**config.mk**
```make
export PLATFORM = sky130hd
export DESIGN_NAME = compacting_array_list
export DESIGN_NICKNAME = d
export VERILOG_FILES = /design/src/hdl/cal_pkg.sv /design/src/hdl/cal_store.sv /design/src/hdl/cal_ctrl.sv /design/src/hdl/compacting_array_list.sv
export VERILOG_INCLUDE_DIRS = /design/src /design/src/hdl
export SDC_FILE = /design/constraint.sdc
export NUM_CORES = 2
export LEC_CHECK = 0
export BUFFER_PORTS_ARGS = -buffer_cell sky130_fd_sc_hd__buf_2
export CORE_MARGIN = 4
export CORE_UTILIZATION = 30
export CTS_BUF_LIST = sky130_fd_sc_hd__clkbuf_8
export DETAILED_ROUTE_END_ITERATION = 8
export SYNTH_ARGS = -nofsm -noshare
export SYNTH_HDL_FRONTEND = slang
export SYNTH_HIERARCHICAL = 1
export SYNTH_SLANG_ARGS = --single-unit
```
**constraint.sdc**
```tcl
create_clock -name clk -period 11.6 [get_ports clk]
set_clock_uncertainty 0.2 [all_clocks]
set_input_delay 0.58 -clock clk [delete_from_list [all_inputs] [get_ports clk]]
set_output_delay 0.58 -clock clk [all_outputs]
set_load 0.01 [all_outputs]
```
**src/hdl/compacting_array_list_macros.svh**
```systemverilog
// Assertion shorthands shared by the list logic.
// Each expects signals named clk and rst_n in the scope of its use.
`ifndef COMPACTING_ARRAY_LIST_MACROS_SVH
`define COMPACTING_ARRAY_LIST_MACROS_SVH

// Check a condition at every clock edge outside reset.
`define CAL_ASSERT_ALWAYS(lbl, expr, msg) \
  lbl: assert property (@(posedge clk) disable iff (!rst_n) (expr)) else $error(msg);

// Check a consequence in the same cycle as its trigger.
`define CAL_ASSERT_SAME(lbl, ante, cons, msg) \
  lbl: assert property (@(posedge clk) disable iff (!rst_n) (ante) |-> (cons)) \
    else $error(msg);

// Check a consequence in the cycle after its trigger.
`define CAL_ASSERT_NEXT(lbl, ante, cons, msg) \
  lbl: assert property (@(posedge clk) disable iff (!rst_n) (ante) |=> (cons)) \
    else $error(msg);

`endif

```
**src/hdl/cal_pkg.sv**
```systemverilog
package cal_pkg;

  // Action codes carried on in_tuser
  localparam logic [2:0] ACT_APPEND_ZERO  = 3'd0;
  localparam logic [2:0] ACT_APPEND_VALUE = 3'd1;
  localparam logic [2:0] ACT_REMOVE       = 3'd2;
  localparam logic [2:0] ACT_READ         = 3'd3;
  localparam logic [2:0] ACT_CLEAR        = 3'd4;

  // Result status codes
  localparam logic [1:0] ST_DONE  = 2'd0;
  localparam logic [1:0] ST_FULL  = 2'd1;
  localparam logic [1:0] ST_RANGE = 2'd2;

  // Fixed field widths of the channels
  localparam int ACTION_W = 3;
  localparam int POS_W    = 5;
  localparam int RUN_W    = 6;
  localparam int VALUE_W  = 32;
  localparam int STATUS_W = 2;
  localparam int RDATA_W  = 32;
  localparam int SLOT_W   = 5;
  localparam int COUNT_W  = 6;
  localparam int LIMIT_W  = 6;
  localparam logic [LIMIT_W-1:0] LIMIT_RESET = 6'd32;

  // Sequencer states, one-hot
  typedef enum logic [3:0] {
    S_IDLE  = 4'b0001,
    S_READ  = 4'b0010,
    S_SHIFT = 4'b0100,
    S_POST  = 4'b1000
  } cal_state_t;

  // Port strobes from the sequencer to the entry store
  typedef struct packed {
    logic wr_en;
    logic rd_en;
  } cal_mem_ctl_t;

endpackage

```
**src/hdl/cal_store.sv**
```systemverilog
module cal_store
  import cal_pkg::*;
#(
  parameter int DEPTH     = 32,
  parameter int ITEM_BITS = 32,
  localparam int AW       = $clog2(DEPTH)
) (
  input  logic                 clk,
  input  cal_mem_ctl_t         mem_ctl,
  input  logic [AW-1:0]        waddr,
  input  logic [ITEM_BITS-1:0] wdata,
  input  logic [AW-1:0]        raddr,
  output logic [ITEM_BITS-1:0] rdata
);

  logic [ITEM_BITS-1:0] mem [DEPTH];
  logic [ITEM_BITS-1:0] rdata_r;

  // Write port
  always_ff @(posedge clk) begin
    if (mem_ctl.wr_en) begin
      mem[waddr] <= wdata;
    end
  end

  // Registered read port
  always_ff @(posedge clk) begin
    if (mem_ctl.rd_en) begin
      rdata_r <= mem[raddr];
    end
  end

  assign rdata = rdata_r;

endmodule

```
**src/hdl/cal_ctrl.sv**
```systemverilog
`include "compacting_array_list_macros.svh"

module cal_ctrl
  import cal_pkg::*;
#(
  parameter int DEPTH     = 32,
  parameter int ITEM_BITS = 32,
  localparam int AW       = $clog2(DEPTH),
  localparam int CNTW     = $clog2(DEPTH + 1),
  localparam int CW       = (CNTW > 7) ? CNTW : 7
) (
  input  logic                 clk,
  input  logic                 rst_n,
  // request side
  input  logic                 in_valid,
  output logic                 in_ready,
  input  logic [ACTION_W-1:0]  action,
  input  logic [POS_W-1:0]     position,
  input  logic [RUN_W-1:0]     run_length,
  input  logic [VALUE_W-1:0]   value,
  input  logic [CW-1:0]        cap,
  // result side
  output logic                 out_valid,
  input  logic                 out_ready,
  output logic [STATUS_W-1:0]  out_status,
  output logic [RDATA_W-1:0]   out_read_data,
  output logic [SLOT_W-1:0]    out_slot,
  output logic [COUNT_W-1:0]   out_entry_count,
  output logic                 out_is_full,
  // entry store
  output cal_mem_ctl_t         mem_ctl,
  output logic [AW-1:0]        mem_waddr,
  output logic [ITEM_BITS-1:0] mem_wdata,
  output logic [AW-1:0]        mem_raddr,
  input  logic [ITEM_BITS-1:0] mem_rdata
);

  cal_state_t state_r, state_nxt;
  logic [CNTW-1:0] used_r, used_nxt;
  logic [CNTW-1:0] rd_ptr_r, rd_ptr_nxt;
  logic [CNTW-1:0] end_r, end_nxt;
  logic [AW-1:0]   wr_ptr_r, wr_ptr_nxt;
  logic            pend_r, pend_nxt;

  logic [STATUS_W-1:0] res_status_r, res_status_nxt;
  logic [RDATA_W-1:0]  res_data_r, res_data_nxt;
  logic [SLOT_W-1:0]   res_slot_r, res_slot_nxt;

  logic                out_valid_r, out_valid_nxt;
  logic [STATUS_W-1:0] out_status_r;
  logic [RDATA_W-1:0]  out_data_r;
  logic [SLOT_W-1:0]   out_slot_r;
  logic [COUNT_W-1:0]  out_count_r;
  logic                out_full_r;

  logic          accept;
  logic          load_out;
  logic [CW-1:0] use_w, pos_w, run_w, end_w;
  logic          shift_rd;

  assign in_ready = (state_r == S_IDLE);
  assign accept   = in_valid && in_ready;
  assign load_out = (state_r == S_POST) && (!out_valid_r || out_ready);

  assign use_w    = CW'(used_r);
  assign pos_w    = CW'(position);
  assign run_w    = CW'(run_length);
  assign end_w    = pos_w + run_w;
  assign shift_rd = (state_r == S_SHIFT) && (rd_ptr_r < end_r);

  // Sequence each request: check, touch the store, then post the result
  always_comb begin
    state_nxt      = state_r;
    used_nxt       = used_r;
    rd_ptr_nxt     = rd_ptr_r;
    end_nxt        = end_r;
    wr_ptr_nxt     = wr_ptr_r;
    pend_nxt       = pend_r;
    res_status_nxt = res_status_r;
    res_data_nxt   = res_data_r;
    res_slot_nxt   = res_slot_r;
    mem_ctl        = '0;
    mem_waddr      = wr_ptr_r;
    mem_wdata      = mem_rdata;
    mem_raddr      = rd_ptr_r[AW-1:0];

    unique case (state_r)
      S_IDLE: begin
        if (accept) begin
          res_status_nxt = ST_DONE;
          res_data_nxt   = '0;
          res_slot_nxt   = '0;
          state_nxt      = S_POST;
          unique case (action)
            ACT_APPEND_ZERO, ACT_APPEND_VALUE: begin
              if (use_w >= cap) begin
                res_status_nxt = ST_FULL;
              end else begin
                mem_ctl.wr_en = 1'b1;
                mem_waddr     = used_r[AW-1:0];
                mem_wdata     = (action == ACT_APPEND_VALUE) ? ITEM_BITS'(value) : '0;
                res_slot_nxt  = SLOT_W'(used_r);
                used_nxt      = CNTW'(use_w + CW'(1));
              end
            end
            ACT_REMOVE: begin
              if (run_length == '0 || pos_w >= use_w || end_w > use_w) begin
                res_status_nxt = ST_RANGE;
              end else begin
                used_nxt   = CNTW'(use_w - run_w);
                rd_ptr_nxt = CNTW'(end_w);
                wr_ptr_nxt = pos_w[AW-1:0];
                end_nxt    = used_r;
                pend_nxt   = 1'b0;
                state_nxt  = S_SHIFT;
              end
            end
            ACT_READ: begin
              if (pos_w >= use_w) begin
                res_status_nxt = ST_RANGE;
              end else begin
                mem_ctl.rd_en = 1'b1;
                mem_raddr     = pos_w[AW-1:0];
                state_nxt     = S_READ;
              end
            end
            ACT_CLEAR: begin
              used_nxt = '0;
            end
            default: begin
            end
          endcase
        end
      end
      S_READ: begin
        res_data_nxt = RDATA_W'(mem_rdata);
        state_nxt    = S_POST;
      end
      S_SHIFT: begin
        // read one entry ahead, write the previous one down by the run
        mem_ctl.rd_en = shift_rd;
        mem_ctl.wr_en = pend_r;
        if (shift_rd) begin
          rd_ptr_nxt = CNTW'(rd_ptr_r + 1'b1);
        end
        if (pend_r) begin
          wr_ptr_nxt = AW'(wr_ptr_r + 1'b1);
        end
        pend_nxt = shift_rd;
        if (!shift_rd && !pend_r) begin
          state_nxt = S_POST;
        end
      end
      S_POST: begin
        if (load_out) begin
          state_nxt = S_IDLE;
        end
      end
      default: begin
        state_nxt = S_IDLE;
      end
    endcase
  end

  // Hold the output transfer until taken
  always_comb begin
    out_valid_nxt = out_valid_r;
    if (load_out) begin
      out_valid_nxt = 1'b1;
    end else if (out_ready) begin
      out_valid_nxt = 1'b0;
    end
  end

  // Control state
  always_ff @(posedge clk) begin
    if (!rst_n) begin
      state_r     <= S_IDLE;
      used_r      <= '0;
      pend_r      <= 1'b0;
      out_valid_r <= 1'b0;
    end else begin
      state_r     <= state_nxt;
      used_r      <= used_nxt;
      pend_r      <= pend_nxt;
      out_valid_r <= out_valid_nxt;
    end
  end

  // Pointers and result payload
  always_ff @(posedge clk) begin
    rd_ptr_r     <= rd_ptr_nxt;
    end_r        <= end_nxt;
    wr_ptr_r     <= wr_ptr_nxt;
    res_status_r <= res_status_nxt;
    res_data_r   <= res_data_nxt;
    res_slot_r   <= res_slot_nxt;
    if (load_out) begin
      out_status_r <= res_status_r;
      out_data_r   <= res_data_r;
      out_slot_r   <= res_slot_r;
      out_count_r  <= COUNT_W'(used_r);
      out_full_r   <= (use_w >= cap);
    end
  end

  assign out_valid       = out_valid_r;
  assign out_status      = out_status_r;
  assign out_read_data   = out_data_r;
  assign out_slot        = out_slot_r;
  assign out_entry_count = out_count_r;
  assign out_is_full     = out_full_r;

  // Checks
  `CAL_ASSERT_ALWAYS(a_count_bound, used_r <= CNTW'(DEPTH), "entry count above depth")
  `CAL_ASSERT_SAME(a_shift_order, mem_ctl.wr_en && mem_ctl.rd_en && state_r == S_SHIFT, CW'(mem_waddr) < CW'(mem_raddr), "shift write overtook read")
  `CAL_ASSERT_SAME(a_shift_inside, state_r == S_SHIFT, rd_ptr_r <= end_r && end_r <= CNTW'(DEPTH), "shift read beyond old end")
  `CAL_ASSERT_NEXT(a_post_loads, load_out, out_valid_r && state_r == S_IDLE, "result not posted")

endmodule

```
**src/hdl/compacting_array_list.sv**
```systemverilog
// Compacting array list: a dense list of entries with a programmable capacity.
// Input channel (in_): one request per transfer; in_tuser holds the action
// (append zero, append value, remove run, read, clear), in_tdata its operands.
// Output channel (out_): exactly one result per request, in request order,
// carrying status, read data, append slot, entry count and the full flag.
// cfg_we/cfg_wdata set the capacity limit (0 or above DEPTH means DEPTH);
// write it only while no request is outstanding.
// Append, clear and rejected requests go straight to the result stage; a read
// first reads the entry store, and a remove shifts the entries behind the
// run down through the store's single write port, moving one entry a cycle.
// One request is in the block at a time; the next is taken the cycle after the
// previous result is loaded into the output register, and a new request can be
// accepted while the receiver stalls on that result.
// A stalled result holds until taken.
// Reset empties the list and loads a capacity limit of 32; the store itself
// is not cleared and needs no sweep, as entries beyond the count are never read.
module compacting_array_list
  import cal_pkg::*;
#(
  parameter int DEPTH     = 32,
  parameter int ITEM_BITS = 32
) (
  input  logic               clk,
  input  logic               rst_n,
  input  logic               in_tvalid,
  output logic               in_tready,
  // [4:0] position, [10:5] run_length, [42:11] value, [47:43] zero
  input  logic [47:0]        in_tdata,
  // [2:0] action
  input  logic [2:0]         in_tuser,
  output logic               out_tvalid,
  input  logic               out_tready,
  // [1:0] status, [33:2] read_data, [38:34] slot, [44:39] entry_count,
  // [45] is_full, [47:46] zero
  output logic [47:0]        out_tdata,
  input  logic               cfg_we,
  input  logic [LIMIT_W-1:0] cfg_wdata
);

  localparam int AW   = $clog2(DEPTH);
  localparam int CNTW = $clog2(DEPTH + 1);
  localparam int CW   = (CNTW > 7) ? CNTW : 7;

  logic [LIMIT_W-1:0]   limit_r;
  logic [CW-1:0]        limit_w;
  logic [CW-1:0]        cap;
  cal_mem_ctl_t         mem_ctl;
  logic [AW-1:0]        mem_waddr, mem_raddr;
  logic [ITEM_BITS-1:0] mem_wdata, mem_rdata;
  logic [STATUS_W-1:0]  res_status;
  logic [RDATA_W-1:0]   res_data;
  logic [SLOT_W-1:0]    res_slot;
  logic [COUNT_W-1:0]   res_count;
  logic                 res_full;

  // Capacity limit register
  always_ff @(posedge clk) begin
    if (!rst_n) begin
      limit_r <= LIMIT_RESET;
    end else if (cfg_we) begin
      limit_r <= cfg_wdata;
    end
  end

  // Saturate the limit to the store depth; zero also selects the full depth
  assign limit_w = CW'(limit_r);
  assign cap     = (limit_r == '0 || limit_w > CW'(DEPTH)) ? CW'(DEPTH) : limit_w;

  cal_ctrl #(
    .DEPTH     (DEPTH),
    .ITEM_BITS (ITEM_BITS)
  ) u_ctrl (
    .clk             (clk),
    .rst_n           (rst_n),
    .in_valid        (in_tvalid),
    .in_ready        (in_tready),
    .action          (in_tuser[ACTION_W-1:0]),
    .position        (in_tdata[4:0]),
    .run_length      (in_tdata[10:5]),
    .value           (in_tdata[42:11]),
    .cap             (cap),
    .out_valid       (out_tvalid),
    .out_ready       (out_tready),
    .out_status      (res_status),
    .out_read_data   (res_data),
    .out_slot        (res_slot),
    .out_entry_count (res_count),
    .out_is_full     (res_full),
    .mem_ctl         (mem_ctl),
    .mem_waddr       (mem_waddr),
    .mem_wdata       (mem_wdata),
    .mem_raddr       (mem_raddr),
    .mem_rdata       (mem_rdata)
  );

  cal_store #(
    .DEPTH     (DEPTH),
    .ITEM_BITS (ITEM_BITS)
  ) u_store (
    .clk     (clk),
    .mem_ctl (mem_ctl),
    .waddr   (mem_waddr),
    .wdata   (mem_wdata),
    .raddr   (mem_raddr),
    .rdata   (mem_rdata)
  );

  // Pack the result fields, lowest first
  assign out_tdata = {2'b00, res_full, res_count, res_slot, res_data, res_status};

endmodule
```
==> reports/results.txt <==
In this run the worst hold path is classified as in2reg. Pin placement for this block handled 112 I/O pins. In the final routed layout, each cell accounts on average for 22.6 um. Counting the buffers created by CTS gives 180. Across all setup checks in the final design, the least slack found is 5610 ps. The pre-CTS setup slack is 5570 ps, and the total negative setup slack is 0 ps.

By area, the combinational part of the netlist is dominated by multiplexers. The tree is rooted in a sky130_fd_sc_hd__clkbuf_8. For the pin with the worst max-slew slack, the measured transition is 1250 ps. The synthesized area per cell is 16.6 sq um, and the global placement routability congestion is 0.812.

The share of total power dissipated in sequential elements is 57.9%. The first detailed-routing pass ran for 5 iterations. The startpoint identified for the worst register-to-register timing path is limit_r[2].

In this run the most critical hold path is launched from in_tdata[5]. Endpoint class of the critical path: a register. The prevailing post-synth register cell is sky130_fd_sc_hd__edfxtp_1. The routed layout has 25504 vias. The floorplan step defined a die boundary enclosing 163000 sq um. The startpoint class of the critical path is a register. In the routed design, unresolved DRC markers number 0. For the worst-skew pair, the clock arrives at the later sink with an insertion delay of 840 ps. At the end of the flow, the number of nets in the layout was 3151.

Fraction of final layout cells sized beyond drive strength 1: 14.8%. Setup repair after global routing left no endpoint under its margin. The hold-critical path depth came out at 4. TritonCTS built the clock tree. The tools report the wire length of the first global-routing pass as 170000 um.

The tools report the number of maximum-capacitance violations as 0. The internal power of the cells totals 6.37 mW. Final hold analysis gives a worst-case slack of 103 ps. The number of flops mapped to enable cells by yosys was 1158.

The synthesized netlist cell count was 2821; the switching power was 1.74 mW. The floorplan has 144 rows. After synthesis the cells add up to 46900 sq um. Derived from the worst setup path, the maximum achievable clock frequency is 167 MHz.

The biggest fanout along the worst timing path came out at 44. The path with the worst hold slack has its endpoint at u_ctrl/rd_ptr_r[0]. Setup slack on the worst reg-to-reg path comes out at 5610 ps. Counting flops and latches in the post-synthesis netlist gives 1176. By startpoint and endpoint, the worst setup path is classified as reg2reg.

Global routing used 14.2% of the available tracks. The via-per-instance ratio came out at 4.87. The minimum clock period after layout is 5990 ps.

The logs give 6270 ps for the arrival time of data at the critical path endpoint and 0 for the setup-violating endpoint count in the final report. The run gives 25185 as the number of global-route vias before repair. Of the total synthesized cell area, the portion taken by AND, OR, NAND and NOR gates is 4.98%. For this run the aggregate overflow at the end of global routing stands at 0. The logs give 3.1% for the combinational share of power and 129 for the pin count of the biggest net entering global routing.

Of the total power, the share spent switching nets is 21.5%. The adder-cell share of the synthesized area was 0.992%. The worst register-to-register path has a depth of 13. The unique cell type count in the Yosys netlist is 58, and the power density over the cells is 151 nW/um^2.

The total leakage power came out at 18.7 nW. Once layout is complete, the utilization of the core stands at 34.7%. Once the floorplan was initialized, standard cells occupied 30.3% of the core. In this run, the number of DRC markers left after iteration 0 of detailed routing was 1992.

Clock-pin slew was measured on the worst setup and hold paths at 60 ps. The HPWL after detailed placement is 60600 um. The final critical path takes up 51.7% of the cycle. The synthesized netlist devotes 0.243% of its cell area to XOR and XNOR gates. The Yosys step of the flow raised 6 warnings. The share of cell area taken by muxes after synthesis was 11.3%; the overall die height was 403 um. Compared with the post-synthesis result, the final layout area differs by 14.4%.

The share of the Yosys chip area taken by registers is 74.9%. The die is 403 um wide. The run gives 8 as the number of antenna violations at the first check in global routing. The number of hold-slack violations in the final timing report came out at 0. The worst vdd rail ir drop was 0.111 mV; the H-tree depth was 4. The floorplan core area was 155000 sq um; the filler cell count was 14602.

The post-synthesis compound-gate area fraction is 5.47%, and the number of buffers inserted by port buffering is 104. The clock tree buffer depth is 3. After synthesis, the share of flip-flops with an asynchronous set or reset is 0%. The run gives 0 as the final-report max-slew violation count. The routed design has 118000 um of wire. The clock sink count came out at 1176.

The clock network burns 39.0% of the power. The flow ran to the end, and the final reports show no timing, DRC or antenna violations. The logs give 11880 ps for the data required time at the worst endpoint and 0 for the number of antenna-violating nets in the routed design. Endpoint of the most critical register-to-register path: u_store/mem[21][20].

In this run the tightest slew margin relative to its limit is 16.8%.
==> through the flow <==
| stage | instance area [sq um] | power [mW] | cells |
|---|---|---|---|
| 2_1_floorplan | 46900 | 4.93 | 2825 |
| 3_3_place_gp | 50100 | 5.02 | 4886 |
| 3_5_place_dp | 50100 | 5.03 | 4886 |
| 4_1_cts | 53600 | 8.21 | 5227 |
| 5_1_grt | 53600 | 8.42 | 5228 |
| 6_report | 53700 | 8.11 | 5233 |
==> cells by family after synthesis <==
| logic type | Yosys count |
|---|---|
| flip-flops | 1176 |
| multiplexers | 530 |
| AND/OR/NAND/NOR | 496 |
| AO/OA/AOI/OAI | 390 |
| buffers and inverters | 179 |
| adder cells (fa/ha/maj) | 36 |
| XOR/XNOR | 13 |
| other | 1 |
==> cells in the final DEF, fill, tap and decap left out, types with 8 or more instances in the layout <==
master                          instances
sky130_fd_sc_hd__ha_1                  34
sky130_fd_sc_hd__dlygate4sd3_1         29
sky130_fd_sc_hd__nand2_1              190
sky130_fd_sc_hd__inv_1                 76
sky130_fd_sc_hd__and2_1                34
sky130_fd_sc_hd__clkbuf_8             187
sky130_fd_sc_hd__nor3_1                37
sky130_fd_sc_hd__xnor2_1                8
sky130_fd_sc_hd__a22o_1                65
sky130_fd_sc_hd__buf_2                104
sky130_fd_sc_hd__a31oi_1               33
sky130_fd_sc_hd__a21oi_1              118
sky130_fd_sc_hd__nor2_4                33
sky130_fd_sc_hd__clkinv_2              16
sky130_fd_sc_hd__nand3_1              106
sky130_fd_sc_hd__mux2i_1              523
sky130_fd_sc_hd__edfxtp_1            1158
sky130_fd_sc_hd__o21ai_0               15
sky130_fd_sc_hd__clkinv_1              42
sky130_fd_sc_hd__o21ai_1                9
sky130_fd_sc_hd__buf_4                 60
sky130_fd_sc_hd__nor2b_1               16
sky130_fd_sc_hd__a22oi_1               96
sky130_fd_sc_hd__o21ai_2               23
sky130_fd_sc_hd__dfxtp_1               18
sky130_fd_sc_hd__nor2_1                32
==> critical path, cell delays in order (launching register included) <==
cell                       delay [ps]
sky130_fd_sc_hd__dfxtp_1          320
sky130_fd_sc_hd__or4_1            530
sky130_fd_sc_hd__o21bai_1         150
sky130_fd_sc_hd__inv_1             60
sky130_fd_sc_hd__ha_1             290
sky130_fd_sc_hd__o211a_1          160
sky130_fd_sc_hd__a21oi_1          100
sky130_fd_sc_hd__o211ai_1         180
sky130_fd_sc_hd__buf_4            430
sky130_fd_sc_hd__buf_4            650
sky130_fd_sc_hd__o21ai_0          300
sky130_fd_sc_hd__nand3b_1         740
sky130_fd_sc_hd__nor2_4           960
sky130_fd_sc_hd__buf_4            500
==> worst max path at each step <==
stage | endpoint | slack [ps] | depth (start not counted) | startpoint
floorplan | u_ctrl/out_entry_count[0] | 5790 | 2 | u_ctrl/state_r[3]
global route | u_store/mem[1][0] | 5220 | 13 | limit_r[2]
finish | u_store/mem[21][20] | 5610 | 13 | limit_r[2]
detailed placement | u_store/mem[21][20] | 5570 | 12 | u_ctrl/used_r[0]
CTS | u_store/mem[21][4] | 5560 | 12 | u_ctrl/used_r[0]
global placement | u_store/mem[21][20] | 5600 | 12 | u_ctrl/used_r[0]
==> synthesized netlist by cell type, types with 9 or more instances <==
master,n,area [sq um]
sky130_fd_sc_hd__a22o_1,65,569
sky130_fd_sc_hd__nor2_1,65,244
sky130_fd_sc_hd__o21ai_0,48,240
sky130_fd_sc_hd__buf_2,31,155
sky130_fd_sc_hd__nor2b_1,18,113
sky130_fd_sc_hd__a22oi_1,96,721
sky130_fd_sc_hd__and2_1,35,219
sky130_fd_sc_hd__nand2b_1,9,56.3
sky130_fd_sc_hd__ha_1,34,425
sky130_fd_sc_hd__dfxtp_1,18,360
sky130_fd_sc_hd__inv_1,26,97.6
sky130_fd_sc_hd__buf_6,17,191
sky130_fd_sc_hd__edfxtp_1,1158,34800
sky130_fd_sc_hd__clkbuf_1,59,221
sky130_fd_sc_hd__nor3_1,38,190
sky130_fd_sc_hd__mux2i_1,523,5240
sky130_fd_sc_hd__a21oi_1,118,591
sky130_fd_sc_hd__nand3_1,106,531
sky130_fd_sc_hd__nand2_1,191,717
sky130_fd_sc_hd__buf_4,37,278
sky130_fd_sc_hd__a31oi_1,33,206
==> area by class of cell <==
type | instances | area, sq um | share of cell area (%)
Sequential cell | 1176 | 35100 | 65.5
Inverter | 27 | 101 | 0.189
Timing Repair Buffer | 198 | 1360 | 2.54
Antenna cell | 6 | 15.0 | 0.0280
Tap cell | 2044 | 2560 | 4.77
Multi-Input combinational cell | 1470 | 11200 | 20.9
Clock inverter | 125 | 703 | 1.31
Clock buffer | 187 | 2570 | 4.80
==> metal layers <==
| layer | part of all wire (%) | global-route usage (%) | up-vias |
|---|---|---|---|
| met1 | 41 | 17.9 | 12982 |
| met2 | 50 | 24.3 | 867 |
| met3 | 6.4 | 2.83 | 187 |
| li1 | - | - | 11468 |
| met4 | 2.7 | 4.78 | 0 |
| met5 | 0 | 0 | - |
==> registers in the layout, summed over array words and instances, names as in the netlist <==
register                flops
u_ctrl/end_r                6
u_ctrl/used_r               6
u_store/rdata              32
u_ctrl/out_status           2
limit_r                     6
u_ctrl/rd_ptr_r             6
u_ctrl/wr_ptr_r             5
u_store/mem              1024
u_ctrl/state_r              4
u_ctrl/out_valid            1
u_ctrl/res_status_r         2
u_ctrl/res_slot_r           5
u_ctrl/out_read_data       32
u_ctrl/res_data_r          32
u_ctrl/out_is_full          1
u_ctrl/out_slot             5
u_ctrl/out_entry_count      6
u_ctrl/pend_r               1
==> what timing repair did <==
action                                 in CTS  in global routing
setup endpoints to repair                   0                  0
resized for setup                           0                  0
setup buffers                               0                  0
hold buffers                               29                  0
endpoints found under the hold margin      32                  0
==> power groups by stage <==
stage	clock (mW)	sequential (mW)	combinational [mW]
2_1_floorplan	0	4.78	0.150
5_1_grt	3.45	4.69	0.275
3_5_place_dp	0	4.78	0.243
4_1_cts	3.26	4.69	0.253
3_3_place_gp	0	4.78	0.240
6_report	3.16	4.69	0.252
Note: power is estimated with default switching activity, not from simulation.
